--- config.mk ---
export PLATFORM = sky130hd
export DESIGN_NAME = echo_latency_statistics_unit_flat
export DESIGN_NICKNAME = d
export VERILOG_FILES = /design/src/sv/elsu_pkg.sv /design/src/sv/elsu_in_if.sv /design/src/sv/elsu_out_if.sv /design/src/sv/elsu_cfg_if.sv /design/src/sv/echo_latency_statistics_unit.sv /design/src/sv/elsu_div.sv /design/src/sv/elsu_ctrl.sv /design/src/sv/elsu_dp.sv /design/src/flat_wrapper.sv
export VERILOG_INCLUDE_DIRS = /design/src /design/src/sv
export SDC_FILE = /design/constraint.sdc
export NUM_CORES = 1
export LEC_CHECK = 0
export ABC_AREA = 1
export ABC_CLOCK_PERIOD_IN_PS = 6800
export BUFFER_PORTS_ARGS = -buffer_cell sky130_fd_sc_hd__buf_2
export CORE_MARGIN = 3
export CORE_UTILIZATION = 49
export DETAILED_ROUTE_END_ITERATION = 10
export MAX_ROUTING_LAYER = met4
export PLACE_DENSITY = 0.66
export SLEW_MARGIN = 20
export SYNTH_ARGS = -nofsm -noshare
export SYNTH_HDL_FRONTEND = slang
export SYNTH_SLANG_ARGS = --single-unit
--- constraint.sdc ---
create_clock -name clk -period 6.8 [get_ports clk]
set_input_delay 0.68 -clock clk [delete_from_list [all_inputs] [get_ports clk]]
set_output_delay 0.68 -clock clk [all_outputs]
set_load 0.03 [all_outputs]
--- src/sv/echo_latency_statistics_unit_macros.svh ---
// ----------------------------------------------------------------------------
// Assertion macros for the echo latency statistics unit
// Implication checks sampled on clk, disabled while rst_n is low.
// ----------------------------------------------------------------------------
`ifndef ECHO_LATENCY_STATISTICS_UNIT_MACROS_SVH
`define ECHO_LATENCY_STATISTICS_UNIT_MACROS_SVH

// same-cycle implication
`define ELSU_ASSERT_IMP(lbl, ante, cons, msg) \
  lbl: assert property (@(posedge clk) disable iff (!rst_n) (ante) |-> (cons)) else $error(msg);

// next-cycle implication
`define ELSU_ASSERT_NXT(lbl, ante, cons, msg) \
  lbl: assert property (@(posedge clk) disable iff (!rst_n) (ante) |=> (cons)) else $error(msg);

`endif

--- src/sv/elsu_pkg.sv ---
// ----------------------------------------------------------------------------
// elsu_pkg
// Types, codes and fixed widths of the echo latency statistics unit.
// ----------------------------------------------------------------------------
`timescale 1ns / 1ps

package elsu_pkg;

  localparam int CMD_W      = 2;
  localparam int LEN_W      = 7;
  localparam int TYPE_W     = 8;
  localparam int EV_W       = 3;
  localparam int SEQ_W      = 16;
  localparam int ELAPSED_W  = 16;
  localparam int RTT_W      = 16;
  localparam int MS_W       = 15;
  localparam int STAT_W     = 15;
  localparam int LOSS_W     = 7;
  localparam int BAR_W      = 7;
  localparam int MPB_W      = 8;
  localparam int CAP_W      = 6;
  localparam int CFG_IDX_W  = 2;
  localparam int CFG_DATA_W = 15;

  localparam logic [CMD_W-1:0] CMD_TICK  = 2'd0;
  localparam logic [CMD_W-1:0] CMD_REPLY = 2'd1;
  localparam logic [CMD_W-1:0] CMD_CLEAR = 2'd2;

  localparam logic [EV_W-1:0] EV_NONE    = 3'd0;
  localparam logic [EV_W-1:0] EV_SENT    = 3'd1;
  localparam logic [EV_W-1:0] EV_REPLY   = 3'd2;
  localparam logic [EV_W-1:0] EV_TIMEOUT = 3'd3;
  localparam logic [EV_W-1:0] EV_CLEAR   = 3'd4;

  localparam logic [CFG_IDX_W-1:0] REG_INTERVAL = 2'd0;
  localparam logic [CFG_IDX_W-1:0] REG_TIMEOUT  = 2'd1;
  localparam logic [CFG_IDX_W-1:0] REG_MPB      = 2'd2;
  localparam logic [CFG_IDX_W-1:0] REG_CAP      = 2'd3;

  localparam logic [MS_W-1:0]      INTERVAL_RST    = 15'd1000;
  localparam logic [MS_W-1:0]      TIMEOUT_RST     = 15'd1000;
  localparam logic [MPB_W-1:0]     MPB_RST         = 8'd5;
  localparam logic [CAP_W-1:0]     CAP_RST         = 6'd40;
  localparam logic [STAT_W-1:0]    NO_MIN          = 15'd9999;
  localparam logic [STAT_W-1:0]    AVG_MAX         = 15'h7FFF;
  localparam logic [LEN_W-1:0]     MIN_LENGTH      = 7'd20;
  localparam logic [LOSS_W-1:0]    PERCENT         = 7'd100;
  localparam logic [TYPE_W-1:0]    ECHO_REPLY_TYPE = 8'd0;
  localparam logic [ELAPSED_W-1:0] ELAPSED_SAT     = 16'hFFFF;

  typedef enum logic [3:0] {
    ST_IDLE, ST_EXEC, ST_ROUTE, ST_BAR_GO, ST_BAR_WAIT, ST_AVG_GO, ST_AVG_WAIT,
    ST_LOSS_GO, ST_LOSS_WAIT, ST_FINISH
  } state_t;

  typedef enum logic [1:0] {DIV_BAR, DIV_AVG, DIV_LOSS} div_sel_t;

  typedef struct packed {
    logic     capture;
    logic     exec;
    logic     div_start;
    div_sel_t div_sel;
    logic     out_load;
  } dp_cmd_t;

  typedef struct packed {
    logic [EV_W-1:0] ev;
    logic            div_done;
  } dp_sts_t;

endpackage

--- src/sv/elsu_in_if.sv ---
// ----------------------------------------------------------------------------
// elsu_in_if
// Input request channel: tick, reply arrival or clear.
// ----------------------------------------------------------------------------
`timescale 1ns / 1ps

interface elsu_in_if;
  logic                        valid;
  logic                        ready;
  logic [elsu_pkg::CMD_W-1:0]  command;
  logic [elsu_pkg::LEN_W-1:0]  reply_length;
  logic [elsu_pkg::TYPE_W-1:0] reply_type;

  modport source (output valid, command, reply_length, reply_type, input ready);
  modport sink   (input valid, command, reply_length, reply_type, output ready);
endinterface

--- src/sv/elsu_out_if.sv ---
// ----------------------------------------------------------------------------
// elsu_out_if
// Result channel: event code and statistics snapshot.
// ----------------------------------------------------------------------------
`timescale 1ns / 1ps

interface elsu_out_if #(parameter int IDX_W = 6);
  logic                                valid;
  logic                                ready;
  logic [elsu_pkg::EV_W-1:0]           event_res;
  logic [elsu_pkg::SEQ_W-1:0]          sequence_res;
  logic signed [elsu_pkg::RTT_W-1:0]   latest_rtt;
  logic [elsu_pkg::STAT_W-1:0]         min_rtt;
  logic [elsu_pkg::STAT_W-1:0]         max_rtt;
  logic [elsu_pkg::STAT_W-1:0]         avg_rtt;
  logic [elsu_pkg::LOSS_W-1:0]         loss_percent;
  logic signed [elsu_pkg::BAR_W-1:0]   bar_value;
  logic [IDX_W-1:0]                    bar_index;

  modport source (output valid, event_res, sequence_res, latest_rtt, min_rtt, max_rtt,
                  avg_rtt, loss_percent, bar_value, bar_index, input ready);
  modport sink   (input valid, event_res, sequence_res, latest_rtt, min_rtt, max_rtt,
                  avg_rtt, loss_percent, bar_value, bar_index, output ready);
endinterface

--- src/sv/elsu_cfg_if.sv ---
// ----------------------------------------------------------------------------
// elsu_cfg_if
// Register write channel.
// ----------------------------------------------------------------------------
`timescale 1ns / 1ps

interface elsu_cfg_if;
  logic                            valid;
  logic                            ready;
  logic [elsu_pkg::CFG_IDX_W-1:0]  index;
  logic [elsu_pkg::CFG_DATA_W-1:0] data;

  modport source (output valid, index, data, input ready);
  modport sink   (input valid, index, data, output ready);
endinterface

--- src/sv/echo_latency_statistics_unit.sv ---
// ----------------------------------------------------------------------------
// echo_latency_statistics_unit
// Flow: a tick, clear or ignored request goes from accept through EXEC and
// ROUTE to FINISH, where the result is loaded; a timeout also makes one pass,
// and a reply three passes, through the one-bit-per-cycle divider.
// Throughput: one request at a time; the next is taken in IDLE, entered as the
// result is loaded, while that result waits.
// Reset (rst_n low, synchronous) restores registers and clears statistics.
// ----------------------------------------------------------------------------
`timescale 1ns / 1ps

module echo_latency_statistics_unit #(
  parameter int HISTORY_DEPTH = 42,
  parameter int COUNT_WIDTH   = 32
) (
  input  logic              clk,
  input  logic              rst_n,
  elsu_in_if.sink           in_if,
  elsu_out_if.source        out_if,
  elsu_cfg_if.sink          cfg_if
);
  import elsu_pkg::*;
  `include "echo_latency_statistics_unit_macros.svh"

  localparam int IDX_W = $clog2(HISTORY_DEPTH);

  dp_cmd_t          cmd;
  dp_sts_t          sts;
  logic [IDX_W-1:0] bar_index;
  logic             bar_wr;

  assign cfg_if.ready = 1'b1;

  elsu_ctrl u_ctrl (
    .clk       (clk),
    .rst_n     (rst_n),
    .in_valid  (in_if.valid),
    .in_ready  (in_if.ready),
    .out_valid (out_if.valid),
    .out_ready (out_if.ready),
    .cmd       (cmd),
    .sts       (sts)
  );

  elsu_dp #(
    .HISTORY_DEPTH (HISTORY_DEPTH),
    .COUNT_WIDTH   (COUNT_WIDTH),
    .IDX_W         (IDX_W)
  ) u_dp (
    .clk              (clk),
    .rst_n            (rst_n),
    .cmd              (cmd),
    .sts              (sts),
    .in_command       (in_if.command),
    .in_reply_length  (in_if.reply_length),
    .in_reply_type    (in_if.reply_type),
    .cfg_wr           (cfg_if.valid),
    .cfg_index        (cfg_if.index),
    .cfg_data         (cfg_if.data),
    .out_event_res    (out_if.event_res),
    .out_sequence_res (out_if.sequence_res),
    .out_latest_rtt   (out_if.latest_rtt),
    .out_min_rtt      (out_if.min_rtt),
    .out_max_rtt      (out_if.max_rtt),
    .out_avg_rtt      (out_if.avg_rtt),
    .out_loss_percent (out_if.loss_percent),
    .out_bar_value    (out_if.bar_value),
    .out_bar_index    (bar_index)
  );

  assign out_if.bar_index = bar_index;
  assign bar_wr = (out_if.event_res == EV_REPLY) || (out_if.event_res == EV_TIMEOUT);

  `ELSU_ASSERT_NXT(a_one_req, in_if.valid && in_if.ready, !in_if.ready, "second request taken")
  `ELSU_ASSERT_IMP(a_idx_rng, out_if.valid, bar_index <= IDX_W'(HISTORY_DEPTH - 1), "bad index")
  `ELSU_ASSERT_IMP(a_loss_rng, out_if.valid, out_if.loss_percent <= PERCENT, "loss above 100")
  `ELSU_ASSERT_IMP(a_bar_idle, out_if.valid && !bar_wr, out_if.bar_value == '0, "stray bar")
endmodule

--- src/sv/elsu_div.sv ---
// ----------------------------------------------------------------------------
// elsu_div
// Restoring divider, one quotient bit per cycle.
// ----------------------------------------------------------------------------
`timescale 1ns / 1ps

module elsu_div #(
  parameter int NW = 39,
  parameter int DW = 32
) (
  input  logic          clk,
  input  logic          rst_n,
  input  logic          start,
  input  logic [NW-1:0] num,
  input  logic [DW-1:0] den,
  output logic          done,
  output logic [NW-1:0] quo
);
  localparam int CNTW = $clog2(NW);

  logic            busy_r;
  logic            done_r;
  logic [CNTW-1:0] cnt_r;
  logic [DW-1:0]   rem_r;
  logic [NW-1:0]   quo_r;
  logic [DW-1:0]   den_r;
  logic [DW:0]     trial;
  logic [DW:0]     diff;
  logic            ge;

  assign trial = {rem_r, quo_r[NW-1]};
  assign ge    = trial >= {1'b0, den_r};
  assign diff  = trial - {1'b0, den_r};

  always_ff @(posedge clk) begin
    if (!rst_n) begin
      busy_r <= 1'b0;
      done_r <= 1'b0;
      cnt_r  <= '0;
    end else begin
      done_r <= 1'b0;
      if (start) begin
        busy_r <= 1'b1;
        cnt_r  <= CNTW'(NW - 1);
      end else if (busy_r) begin
        if (cnt_r == '0) begin
          busy_r <= 1'b0;
          done_r <= 1'b1;
        end else begin
          cnt_r <= cnt_r - 1'b1;
        end
      end
    end
  end

  always_ff @(posedge clk) begin
    if (start) begin
      rem_r <= '0;
      quo_r <= num;
      den_r <= den;
    end else if (busy_r) begin
      rem_r <= ge ? diff[DW-1:0] : trial[DW-1:0];
      quo_r <= {quo_r[NW-2:0], ge};
    end
  end

  assign done = done_r;
  assign quo  = quo_r;
endmodule

--- src/sv/elsu_ctrl.sv ---
// ----------------------------------------------------------------------------
// elsu_ctrl
// Sequencer: accept, update, divisions, result hand-off.
// ----------------------------------------------------------------------------
`timescale 1ns / 1ps

module elsu_ctrl (
  input  logic              clk,
  input  logic              rst_n,
  input  logic              in_valid,
  output logic              in_ready,
  output logic              out_valid,
  input  logic              out_ready,
  output elsu_pkg::dp_cmd_t cmd,
  input  elsu_pkg::dp_sts_t sts
);
  import elsu_pkg::*;

  state_t state_r, state_nxt;
  logic   out_valid_r;
  logic   out_free;

  assign out_free = !out_valid_r || out_ready;

  always_comb begin
    state_nxt = state_r;
    case (state_r)
      ST_IDLE:      if (in_valid) state_nxt = ST_EXEC;
      ST_EXEC:      state_nxt = ST_ROUTE;
      ST_ROUTE: begin
        if (sts.ev == EV_REPLY) state_nxt = ST_BAR_GO;
        else if (sts.ev == EV_TIMEOUT) state_nxt = ST_LOSS_GO;
        else state_nxt = ST_FINISH;
      end
      ST_BAR_GO:    state_nxt = ST_BAR_WAIT;
      ST_BAR_WAIT:  if (sts.div_done) state_nxt = ST_AVG_GO;
      ST_AVG_GO:    state_nxt = ST_AVG_WAIT;
      ST_AVG_WAIT:  if (sts.div_done) state_nxt = ST_LOSS_GO;
      ST_LOSS_GO:   state_nxt = ST_LOSS_WAIT;
      ST_LOSS_WAIT: if (sts.div_done) state_nxt = ST_FINISH;
      ST_FINISH:    if (out_free) state_nxt = ST_IDLE;
      default:      state_nxt = ST_IDLE;
    endcase
  end

  always_comb begin
    in_ready      = 1'b0;
    cmd.capture   = 1'b0;
    cmd.exec      = 1'b0;
    cmd.div_start = 1'b0;
    cmd.div_sel   = DIV_BAR;
    cmd.out_load  = 1'b0;
    case (state_r)
      ST_IDLE: begin
        in_ready    = 1'b1;
        cmd.capture = in_valid;
      end
      ST_EXEC:      cmd.exec = 1'b1;
      ST_BAR_GO: begin
        cmd.div_start = 1'b1;
        cmd.div_sel   = DIV_BAR;
      end
      ST_BAR_WAIT:  cmd.div_sel = DIV_BAR;
      ST_AVG_GO: begin
        cmd.div_start = 1'b1;
        cmd.div_sel   = DIV_AVG;
      end
      ST_AVG_WAIT:  cmd.div_sel = DIV_AVG;
      ST_LOSS_GO: begin
        cmd.div_start = 1'b1;
        cmd.div_sel   = DIV_LOSS;
      end
      ST_LOSS_WAIT: cmd.div_sel = DIV_LOSS;
      ST_FINISH:    cmd.out_load = out_free;
      default:      in_ready = 1'b0;
    endcase
  end

  always_ff @(posedge clk) begin
    if (!rst_n) begin
      state_r     <= ST_IDLE;
      out_valid_r <= 1'b0;
    end else begin
      state_r <= state_nxt;
      if (cmd.out_load) out_valid_r <= 1'b1;
      else if (out_ready) out_valid_r <= 1'b0;
    end
  end

  assign out_valid = out_valid_r;
endmodule

--- src/sv/elsu_dp.sv ---
// ----------------------------------------------------------------------------
// elsu_dp
// Statistics registers, request timing, shared divider and result register.
// ----------------------------------------------------------------------------
`timescale 1ns / 1ps

module elsu_dp #(
  parameter int HISTORY_DEPTH = 42,
  parameter int COUNT_WIDTH   = 32,
  parameter int IDX_W         = 6
) (
  input  logic                               clk,
  input  logic                               rst_n,
  input  elsu_pkg::dp_cmd_t                  cmd,
  output elsu_pkg::dp_sts_t                  sts,
  input  logic [elsu_pkg::CMD_W-1:0]         in_command,
  input  logic [elsu_pkg::LEN_W-1:0]         in_reply_length,
  input  logic [elsu_pkg::TYPE_W-1:0]        in_reply_type,
  input  logic                               cfg_wr,
  input  logic [elsu_pkg::CFG_IDX_W-1:0]     cfg_index,
  input  logic [elsu_pkg::CFG_DATA_W-1:0]    cfg_data,
  output logic [elsu_pkg::EV_W-1:0]          out_event_res,
  output logic [elsu_pkg::SEQ_W-1:0]         out_sequence_res,
  output logic signed [elsu_pkg::RTT_W-1:0]  out_latest_rtt,
  output logic [elsu_pkg::STAT_W-1:0]        out_min_rtt,
  output logic [elsu_pkg::STAT_W-1:0]        out_max_rtt,
  output logic [elsu_pkg::STAT_W-1:0]        out_avg_rtt,
  output logic [elsu_pkg::LOSS_W-1:0]        out_loss_percent,
  output logic signed [elsu_pkg::BAR_W-1:0]  out_bar_value,
  output logic [IDX_W-1:0]                   out_bar_index
);
  import elsu_pkg::*;

  localparam int CW   = COUNT_WIDTH;
  localparam int NW   = COUNT_WIDTH + LOSS_W;
  localparam int SUMW = ((CW > STAT_W) ? CW : STAT_W) + 1;

  logic [CMD_W-1:0]        cmd_r;
  logic [LEN_W-1:0]        len_r;
  logic [TYPE_W-1:0]       typ_r;
  logic [MS_W-1:0]         interval_r;
  logic [MS_W-1:0]         timeout_r;
  logic [MPB_W-1:0]        mpb_r;
  logic [CAP_W-1:0]        cap_r;
  logic [ELAPSED_W-1:0]    elapsed_r;
  logic                    outst_r;
  logic [SEQ_W-1:0]        nseq_r;
  logic signed [RTT_W-1:0] last_r;
  logic [STAT_W-1:0]       min_r;
  logic [STAT_W-1:0]       max_r;
  logic [STAT_W-1:0]       avg_r;
  logic [CW-1:0]           sum_r;
  logic [CW-1:0]           att_r;
  logic [CW-1:0]           suc_r;
  logic [LOSS_W-1:0]       loss_r;
  logic [IDX_W-1:0]        pos_r;
  logic [EV_W-1:0]         ev_r;
  logic [SEQ_W-1:0]        seq_r;
  logic signed [BAR_W-1:0] bval_r;
  logic [IDX_W-1:0]        bidx_r;

  logic [ELAPSED_W-1:0] el_inc;
  logic                 timeout_hit;
  logic                 send_hit;
  logic                 reply_ok;
  logic [STAT_W-1:0]    rtt;
  logic [IDX_W-1:0]     pos_inc;
  logic [CW-1:0]        att_inc;
  logic [CW-1:0]        suc_inc;
  logic [SUMW-1:0]      sum_ext;
  logic [CW-1:0]        sum_sat;
  logic [CW-1:0]        lost;
  logic                 loss_zero;
  logic [NW-1:0]        div_num;
  logic [CW-1:0]        div_den;
  logic                 div_done;
  logic [NW-1:0]        div_quo;
  logic [CAP_W-1:0]     bar_clip;

  assign el_inc      = (elapsed_r == ELAPSED_SAT) ? elapsed_r : elapsed_r + 1'b1;
  assign timeout_hit = outst_r && (el_inc > {1'b0, timeout_r});
  assign send_hit    = !outst_r && (el_inc >= {1'b0, interval_r});
  assign reply_ok    = outst_r && (len_r >= MIN_LENGTH) && (typ_r == ECHO_REPLY_TYPE)
                       && (elapsed_r <= {1'b0, timeout_r});
  assign rtt         = elapsed_r[STAT_W-1:0];
  assign pos_inc     = (pos_r == IDX_W'(HISTORY_DEPTH - 1)) ? '0 : pos_r + 1'b1;
  assign att_inc     = (&att_r) ? att_r : att_r + 1'b1;
  assign suc_inc     = (&suc_r) ? suc_r : suc_r + 1'b1;
  assign sum_ext     = SUMW'(sum_r) + SUMW'(rtt);
  assign sum_sat     = (sum_ext > SUMW'({CW{1'b1}})) ? {CW{1'b1}} : sum_ext[CW-1:0];
  assign lost        = att_r - suc_r;
  assign loss_zero   = (att_r == '0) || (suc_r >= att_r);

  always_comb begin
    case (cmd.div_sel)
      DIV_BAR: begin
        div_num = NW'(rtt);
        div_den = (mpb_r == '0) ? CW'(1) : CW'(mpb_r);
      end
      DIV_AVG: begin
        div_num = NW'(sum_r);
        div_den = suc_r;
      end
      DIV_LOSS: begin
        div_num = NW'(lost) * NW'(PERCENT);
        div_den = att_r;
      end
      default: begin
        div_num = '0;
        div_den = '0;
      end
    endcase
  end

  always_comb begin
    if (div_quo > NW'(cap_r)) bar_clip = cap_r;
    else bar_clip = div_quo[CAP_W-1:0];
    if (bar_clip == '0) bar_clip = CAP_W'(1);
  end

  elsu_div #(.NW(NW), .DW(CW)) u_div (
    .clk   (clk),
    .rst_n (rst_n),
    .start (cmd.div_start),
    .num   (div_num),
    .den   (div_den),
    .done  (div_done),
    .quo   (div_quo)
  );

  always_ff @(posedge clk) begin
    if (cmd.capture) begin
      cmd_r <= in_command;
      len_r <= in_reply_length;
      typ_r <= in_reply_type;
    end
  end

  always_ff @(posedge clk) begin
    if (!rst_n) begin
      interval_r <= INTERVAL_RST;
      timeout_r  <= TIMEOUT_RST;
      mpb_r      <= MPB_RST;
      cap_r      <= CAP_RST;
    end else if (cfg_wr) begin
      case (cfg_index)
        REG_INTERVAL: interval_r <= cfg_data;
        REG_TIMEOUT:  timeout_r  <= cfg_data;
        REG_MPB:      mpb_r      <= cfg_data[MPB_W-1:0];
        REG_CAP:      cap_r      <= cfg_data[CAP_W-1:0];
        default:      cap_r      <= cap_r;
      endcase
    end
  end

  always_ff @(posedge clk) begin
    if (!rst_n) begin
      elapsed_r <= ELAPSED_SAT;
      outst_r   <= 1'b0;
      nseq_r    <= '0;
      last_r    <= '1;
      min_r     <= NO_MIN;
      max_r     <= '0;
      avg_r     <= '0;
      sum_r     <= '0;
      att_r     <= '0;
      suc_r     <= '0;
      loss_r    <= '0;
      pos_r     <= '0;
      ev_r      <= EV_NONE;
    end else if (cmd.exec) begin
      ev_r   <= EV_NONE;
      seq_r  <= '0;
      bval_r <= '0;
      bidx_r <= '0;
      case (cmd_r)
        CMD_TICK: begin
          elapsed_r <= el_inc;
          if (timeout_hit) begin
            outst_r <= 1'b0;
            att_r   <= att_inc;
            last_r  <= '1;
            bval_r  <= '1;
            bidx_r  <= pos_r;
            pos_r   <= pos_inc;
            ev_r    <= EV_TIMEOUT;
          end else if (send_hit) begin
            seq_r     <= nseq_r;
            nseq_r    <= nseq_r + 1'b1;
            outst_r   <= 1'b1;
            elapsed_r <= '0;
            ev_r      <= EV_SENT;
          end
        end
        CMD_REPLY: begin
          if (reply_ok) begin
            last_r  <= RTT_W'(rtt);
            if ((suc_r == '0) || (rtt < min_r)) min_r <= rtt;
            if (rtt > max_r) max_r <= rtt;
            sum_r   <= sum_sat;
            suc_r   <= suc_inc;
            att_r   <= att_inc;
            bidx_r  <= pos_r;
            pos_r   <= pos_inc;
            outst_r <= 1'b0;
            ev_r    <= EV_REPLY;
          end
        end
        CMD_CLEAR: begin
          min_r  <= NO_MIN;
          max_r  <= '0;
          avg_r  <= '0;
          sum_r  <= '0;
          att_r  <= '0;
          suc_r  <= '0;
          loss_r <= '0;
          pos_r  <= '0;
          ev_r   <= EV_CLEAR;
        end
        default: ev_r <= EV_NONE;
      endcase
    end else if (div_done) begin
      case (cmd.div_sel)
        DIV_BAR:  bval_r <= BAR_W'(bar_clip);
        DIV_AVG:  avg_r  <= (div_quo > NW'(AVG_MAX)) ? AVG_MAX : div_quo[STAT_W-1:0];
        DIV_LOSS: loss_r <= loss_zero ? '0 : div_quo[LOSS_W-1:0];
        default:  avg_r  <= avg_r;
      endcase
    end
  end

  always_ff @(posedge clk) begin
    if (cmd.out_load) begin
      out_event_res    <= ev_r;
      out_sequence_res <= seq_r;
      out_latest_rtt   <= last_r;
      out_min_rtt      <= (suc_r == '0) ? '0 : min_r;
      out_max_rtt      <= max_r;
      out_avg_rtt      <= avg_r;
      out_loss_percent <= loss_r;
      out_bar_value    <= bval_r;
      out_bar_index    <= bidx_r;
    end
  end

  assign sts.ev       = ev_r;
  assign sts.div_done = div_done;
endmodule

--- src/flat_wrapper.sv ---
// flat-port wrapper written by rule: the top's interface ports become plain ports
module echo_latency_statistics_unit_flat import elsu_pkg::*;
#(
  parameter int HISTORY_DEPTH = 42,
  parameter int COUNT_WIDTH   = 32
)
  (clk, rst_n, in_if_valid, in_if_command, in_if_reply_length, in_if_reply_type, in_if_ready, out_if_valid, out_if_event_res, out_if_sequence_res, out_if_latest_rtt, out_if_min_rtt, out_if_max_rtt, out_if_avg_rtt, out_if_loss_percent, out_if_bar_value, out_if_bar_index, out_if_ready, cfg_if_valid, cfg_if_index, cfg_if_data, cfg_if_ready);
  elsu_in_if in_if_i ();
  elsu_out_if #(.IDX_W(6)) out_if_i ();
  elsu_cfg_if cfg_if_i ();
  input  logic clk;
  input  logic rst_n;
  input wire logic [$bits(in_if_i.valid)-1:0] in_if_valid;
  input wire logic [$bits(in_if_i.command)-1:0] in_if_command;
  input wire logic [$bits(in_if_i.reply_length)-1:0] in_if_reply_length;
  input wire logic [$bits(in_if_i.reply_type)-1:0] in_if_reply_type;
  output wire logic [$bits(in_if_i.ready)-1:0] in_if_ready;
  output wire logic [$bits(out_if_i.valid)-1:0] out_if_valid;
  output wire logic [$bits(out_if_i.event_res)-1:0] out_if_event_res;
  output wire logic [$bits(out_if_i.sequence_res)-1:0] out_if_sequence_res;
  output wire logic [$bits(out_if_i.latest_rtt)-1:0] out_if_latest_rtt;
  output wire logic [$bits(out_if_i.min_rtt)-1:0] out_if_min_rtt;
  output wire logic [$bits(out_if_i.max_rtt)-1:0] out_if_max_rtt;
  output wire logic [$bits(out_if_i.avg_rtt)-1:0] out_if_avg_rtt;
  output wire logic [$bits(out_if_i.loss_percent)-1:0] out_if_loss_percent;
  output wire logic [$bits(out_if_i.bar_value)-1:0] out_if_bar_value;
  output wire logic [$bits(out_if_i.bar_index)-1:0] out_if_bar_index;
  input wire logic [$bits(out_if_i.ready)-1:0] out_if_ready;
  input wire logic [$bits(cfg_if_i.valid)-1:0] cfg_if_valid;
  input wire logic [$bits(cfg_if_i.index)-1:0] cfg_if_index;
  input wire logic [$bits(cfg_if_i.data)-1:0] cfg_if_data;
  output wire logic [$bits(cfg_if_i.ready)-1:0] cfg_if_ready;
  assign in_if_i.valid = in_if_valid;
  assign in_if_i.command = in_if_command;
  assign in_if_i.reply_length = in_if_reply_length;
  assign in_if_i.reply_type = in_if_reply_type;
  assign in_if_ready = in_if_i.ready;
  assign out_if_valid = out_if_i.valid;
  assign out_if_event_res = out_if_i.event_res;
  assign out_if_sequence_res = out_if_i.sequence_res;
  assign out_if_latest_rtt = out_if_i.latest_rtt;
  assign out_if_min_rtt = out_if_i.min_rtt;
  assign out_if_max_rtt = out_if_i.max_rtt;
  assign out_if_avg_rtt = out_if_i.avg_rtt;
  assign out_if_loss_percent = out_if_i.loss_percent;
  assign out_if_bar_value = out_if_i.bar_value;
  assign out_if_bar_index = out_if_i.bar_index;
  assign out_if_i.ready = out_if_ready;
  assign cfg_if_i.valid = cfg_if_valid;
  assign cfg_if_i.index = cfg_if_index;
  assign cfg_if_i.data = cfg_if_data;
  assign cfg_if_ready = cfg_if_i.ready;
  echo_latency_statistics_unit #(.HISTORY_DEPTH(HISTORY_DEPTH), .COUNT_WIDTH(COUNT_WIDTH)) u_core (.clk(clk), .rst_n(rst_n), .in_if(in_if_i), .out_if(out_if_i), .cfg_if(cfg_if_i));
endmodule
==> flow_metrics.env <==
export IMPL_rsz0062_at_grt="false"
export IMPL_placement_cell_area_um2=34500
export IMPL_final_nets=4809
export IMPL_timing_final_ws_setup_ns=0.825
export IMPL_min_path_type="in -> reg"
export IMPL_avgSynthCellArea_um2=7.56
export IMPL_synth_sequential_area_ratio_pct=37.4
export IMPL_count_of_maximum_capacitance_violations=0
export IMPL_synthDominantCellAreaShare_pct=19.5
export IMPL_core_area_um2=66300
export IMPL_worstPathBufferInverterCount=3
export IMPL_post_synthesis_sequential_element_count=510
export IMPL_design_die_area_um2=70700
export IMPL_tritoncts_num_sinks=510
export IMPL_critical_path_cell_chain="inv_1 > ha_1 > a21oi_1 > o21ai_0 > nor2_1 > o21ai_1 > a31oi_1 > o21ai_1 > a21oi_1 > xnor2_1 > ha_1 > ha_1 > inv_1 > fa_1 > inv_1 > ha_1 > a21oi_1 > o21ai_0 > a21oi_1 > nand3_1 > a21o_1 > or2_2 > nand3_1 > a21oi_1"
export IMPL_first_global_vias=27769
export IMPL_gp_congestion=0.999
export IMPL_power_leakage_nw=15.8
export IMPL_grt_start_max_net_pins=92
export IMPL_finalMaxSlewViolations=0
export IMPL_routed_wire_length_per_instance_um=18.5
export IMPL_timing_worst_slew_pin_value_ns=1.08
export IMPL_global_route_usage_total_pct=28.5
export IMPL_cpPeakStageDelay_ns=0.49
export IMPL_grt_first_pass_wirelength_um=156000
export IMPL_grt_antenna_before_repair=1
export IMPL_path_delay_family="compound AO/OA/AOI/OAI gates"
export IMPL_dp_cells=5276
export IMPL_run_status="finished, final reports clean"
export IMPL_start_kind="flop"
export IMPL_synth_largest_area_cell="edfxtp_1"
export IMPL_final_period_minus_worst_setup_slack_ns=5.98
export IMPL_drt_vias_per_instance=5.56
export IMPL_area_growth_syn_to_layout_pct=10.2
export IMPL_finalNonFillerCells=5384
export IMPL_vdd_ir_drop_max_v=0.000204
export IMPL_finalWirelength_um=99600
export IMPL_synthTopCellsByArea="edfxtp_1, dfxtp_1, nand2_1, ha_1, inv_1"
export IMPL_global_route_overflow_total=0
export IMPL_critPathMaxFanout=6
export IMPL_cp_required_ns=7.16
export IMPL_cts_repair_timing_setup_buffer_count=0
export IMPL_yosys_most_used_dff="dfxtp_1"
export IMPL_power_density_over_cell_area_nw_per_um2=305
export IMPL_detailedRoute_firstPassIterationCount=7
export IMPL_initial_utilization_pct=49.9
export IMPL_dp_hpwl_um=75100
export IMPL_io_pin_count=142
export IMPL_setup_tns_ns=0
export IMPL_tritoncts_clock_tree="built"
export IMPL_ant_nets=0
export IMPL_timing_critical_path_to_type="flop"
export IMPL_drive_above_1_share_pct=7.57
export IMPL_clock_tree_root_cell="clkbuf_16"
export IMPL_finalClockSkew_ns=0.0325
export IMPL_place_ws_ns=0.877
export IMPL_slew_limit_headroom_pct=27.7
export IMPL_worst_path_max_delay_cell="fa_1"
export IMPL_net_count_of_the_mapped_netlist=4714
export IMPL_synth_lib_cells_used_distinct=67
export IMPL_buffer_ports_inserted=138
export IMPL_vias=29931
export IMPL_syn_instance_count=4376
export IMPL_cts_repair_resized=0
export IMPL_clk_latency_ns=0.63
export IMPL_width_of_the_chip_um=266
export IMPL_number_of_flops_mapped_to_enable_cells_by_yosys=215
export IMPL_chipHeight_um=266
export IMPL_clk_transition_reported_paths_ns=0.06
export IMPL_total_power_mw=11.1
export IMPL_worst_endpoint_arrival_ns=6.33
export IMPL_cts_htree_levels=2
export IMPL_layout_cell_area_non_filler_um2=36500
export IMPL_ctsLongestPathBuffers=3
export IMPL_syn_cell_area_um2=33100
export IMPL_number_of_buffers_added_by_the_clock_tree_synthesis_step=57
export IMPL_report_final_hold_viol_count=0
export IMPL_critical_path_class="reg -> reg"
export IMPL_setup_viol=0
export IMPL_ys_warn_count=0
export IMPL_drc_errors=0
export IMPL_final_min_period_over_clock_period_pct=87.9
export IMPL_drtIter0Drc=2889
export IMPL_hold_buffers=0
export IMPL_number_of_cell_rows=94
export IMPL_fmaxAchievable_mhz=167
export IMPL_asyncSetResetFlopFracSynth_pct=0
export IMPL_critical_path_top_cell_by_count="a21oi_1"
==> cells in the final DEF, fill, tap and decap left out, types with 14 or more instances in the layout <==
master / count
nand3_1: 222
edfxtp_1: 215
nand2_2: 15
a31oi_1: 21
nand4_1: 68
buf_4: 33
xnor2_1: 25
fa_1: 30
a21o_1: 18
inv_1: 585
or2_2: 14
clkbuf_16: 58
nor3_1: 100
nor4_1: 59
o211ai_1: 46
dfxtp_1: 295
clkbuf_1: 16
xor2_1: 111
nand2_1: 918
buf_2: 138
o22ai_1: 16
ha_1: 269
nor2_1: 398
o21ai_0: 244
a21oi_1: 412
==> cell type report <==
type	instances	area, um2
inverters	602	2270
diodes	1	2.50
multi-input cells	3128	17900
well taps	864	1080
fillers	6469	29900
clock inverters	28	359
repair buffers	172	958
clock buffers	79	1580
flip-flops and latches	510	12400
==> worst paths after layout <==
| check | end | startpoint | cells past startpoint | slack (ns) |
|---|---|---|---|---|
| max | u_core.u_dp.u_div.quo[27] | u_core.u_dp.suc_r[2] | 24 | 0.82 |
| min | u_core.u_dp.len_r[5] | in_if_reply_length[5] | 1 | 0.23 |
| max reg2reg | u_core.u_dp.u_div.quo[27] | u_core.u_dp.suc_r[2] | 24 | 0.82 |
| min reg2reg | u_core.u_dp.out_bar_value[2] | u_core.u_dp.bval_r[2] | 0 | 0.42 |
==> per-layer routing <==
metal / wire length (um) / GRT usage, % / vias to the layer above
met1: 46400 / 39.5 / 13976
met2: 44100 / 44.2 / 913
li1: - / - / 14890
met4: 3270 / 8.77 / 0
met3: 5830 / 2.96 / 152
met5: 0 / - / -
==> through the flow <==
step	hold WS, ns	utilization (%)
3_5_place_dp	0.405	52.1
2_1_floorplan	0.400	-
6_report	0.226	55.0
3_3_place_gp	0.400	52.0
4_1_cts	0.197	55.0
5_1_grt	0.209	55.0
==> worst register-to-register path, stage by stage (launching register included) <==
cell and delay [ns]:
dfxtp_1 0.45, inv_1 0.15, ha_1 0.36, a21oi_1 0.18, o21ai_0 0.09, nor2_1 0.25
o21ai_1 0.16, a31oi_1 0.41, o21ai_1 0.21, a21oi_1 0.39, xnor2_1 0.13, ha_1 0.32
ha_1 0.28, inv_1 0.05, fa_1 0.49, inv_1 0.04, ha_1 0.35, a21oi_1 0.20
o21ai_0 0.18, a21oi_1 0.17, nand3_1 0.18, a21o_1 0.23, or2_2 0.27, nand3_1 0.10
a21oi_1 0.08
==> registers in the layout, summed over array words and instances, names as in the netlist, 16 cells and up <==
name,cells
u_core.u_dp.u_div.quo,39
u_core.u_dp.att_r,32
u_core.u_dp.suc_r,32
u_core.u_dp.sum_r,32
u_core.u_dp.u_div.den_r,32
u_core.u_dp.u_div.rem_r,32
u_core.u_dp.elapsed_r,16
u_core.u_dp.last_r,16
u_core.u_dp.nseq_r,16
u_core.u_dp.out_latest_rtt,16
u_core.u_dp.out_sequence_res,16
u_core.u_dp.seq_r,16
==> Yosys cell counts, types with 3 or more instances <==
cell / number
a21o_1: 18
o221ai_1: 11
buf_1: 7
xor2_1: 111
nor2_2: 4
nand3_2: 3
buf_2: 30
inv_1: 585
inv_2: 13
o21bai_1: 11
o22ai_1: 16
clkbuf_1: 80
or2_2: 14
a31oi_1: 21
dfxtp_1: 295
o211ai_1: 46
a221oi_1: 4
nor3_2: 3
ha_1: 269
a211oi_1: 4
buf_6: 10
nor2_4: 3
o21ai_1: 13
nand3_1: 222
nor3_1: 101
edfxtp_1: 215
o21a_1: 8
nand2_1: 918
nor2_1: 403
a21oi_2: 7
nand3b_1: 8
buf_4: 8
nand2_2: 15
and3_1: 4
fa_1: 30
a32oi_1: 4
a21oi_1: 413
a22oi_1: 11
nor4_1: 59
nand4_1: 68
o21ai_0: 244
a21boi_0: 7
xnor2_1: 25
==> cell families after synthesis <==
kind of cell | after synthesis | synth area share [%]
XOR/XNOR | 136 | 3.60
buffers and inverters | 738 | 8.82
AND/OR/NAND/NOR | 1839 | 23.9
flip-flops | 510 | 37.4
other | 1 | 0.0113
AO/OA/AOI/OAI | 853 | 14.3
adder cells (fa/ha/maj) | 299 | 12.0
==> power breakdown <==
part           leakage, nW  total, mW  switching [mW]  internal [mW]
Sequential            4.33       3.73           0.210           3.52
Combinational         10.6       4.19            2.87           1.32
Clock                0.937       3.21            1.31           1.89
(Power assumes the default switching activity.)
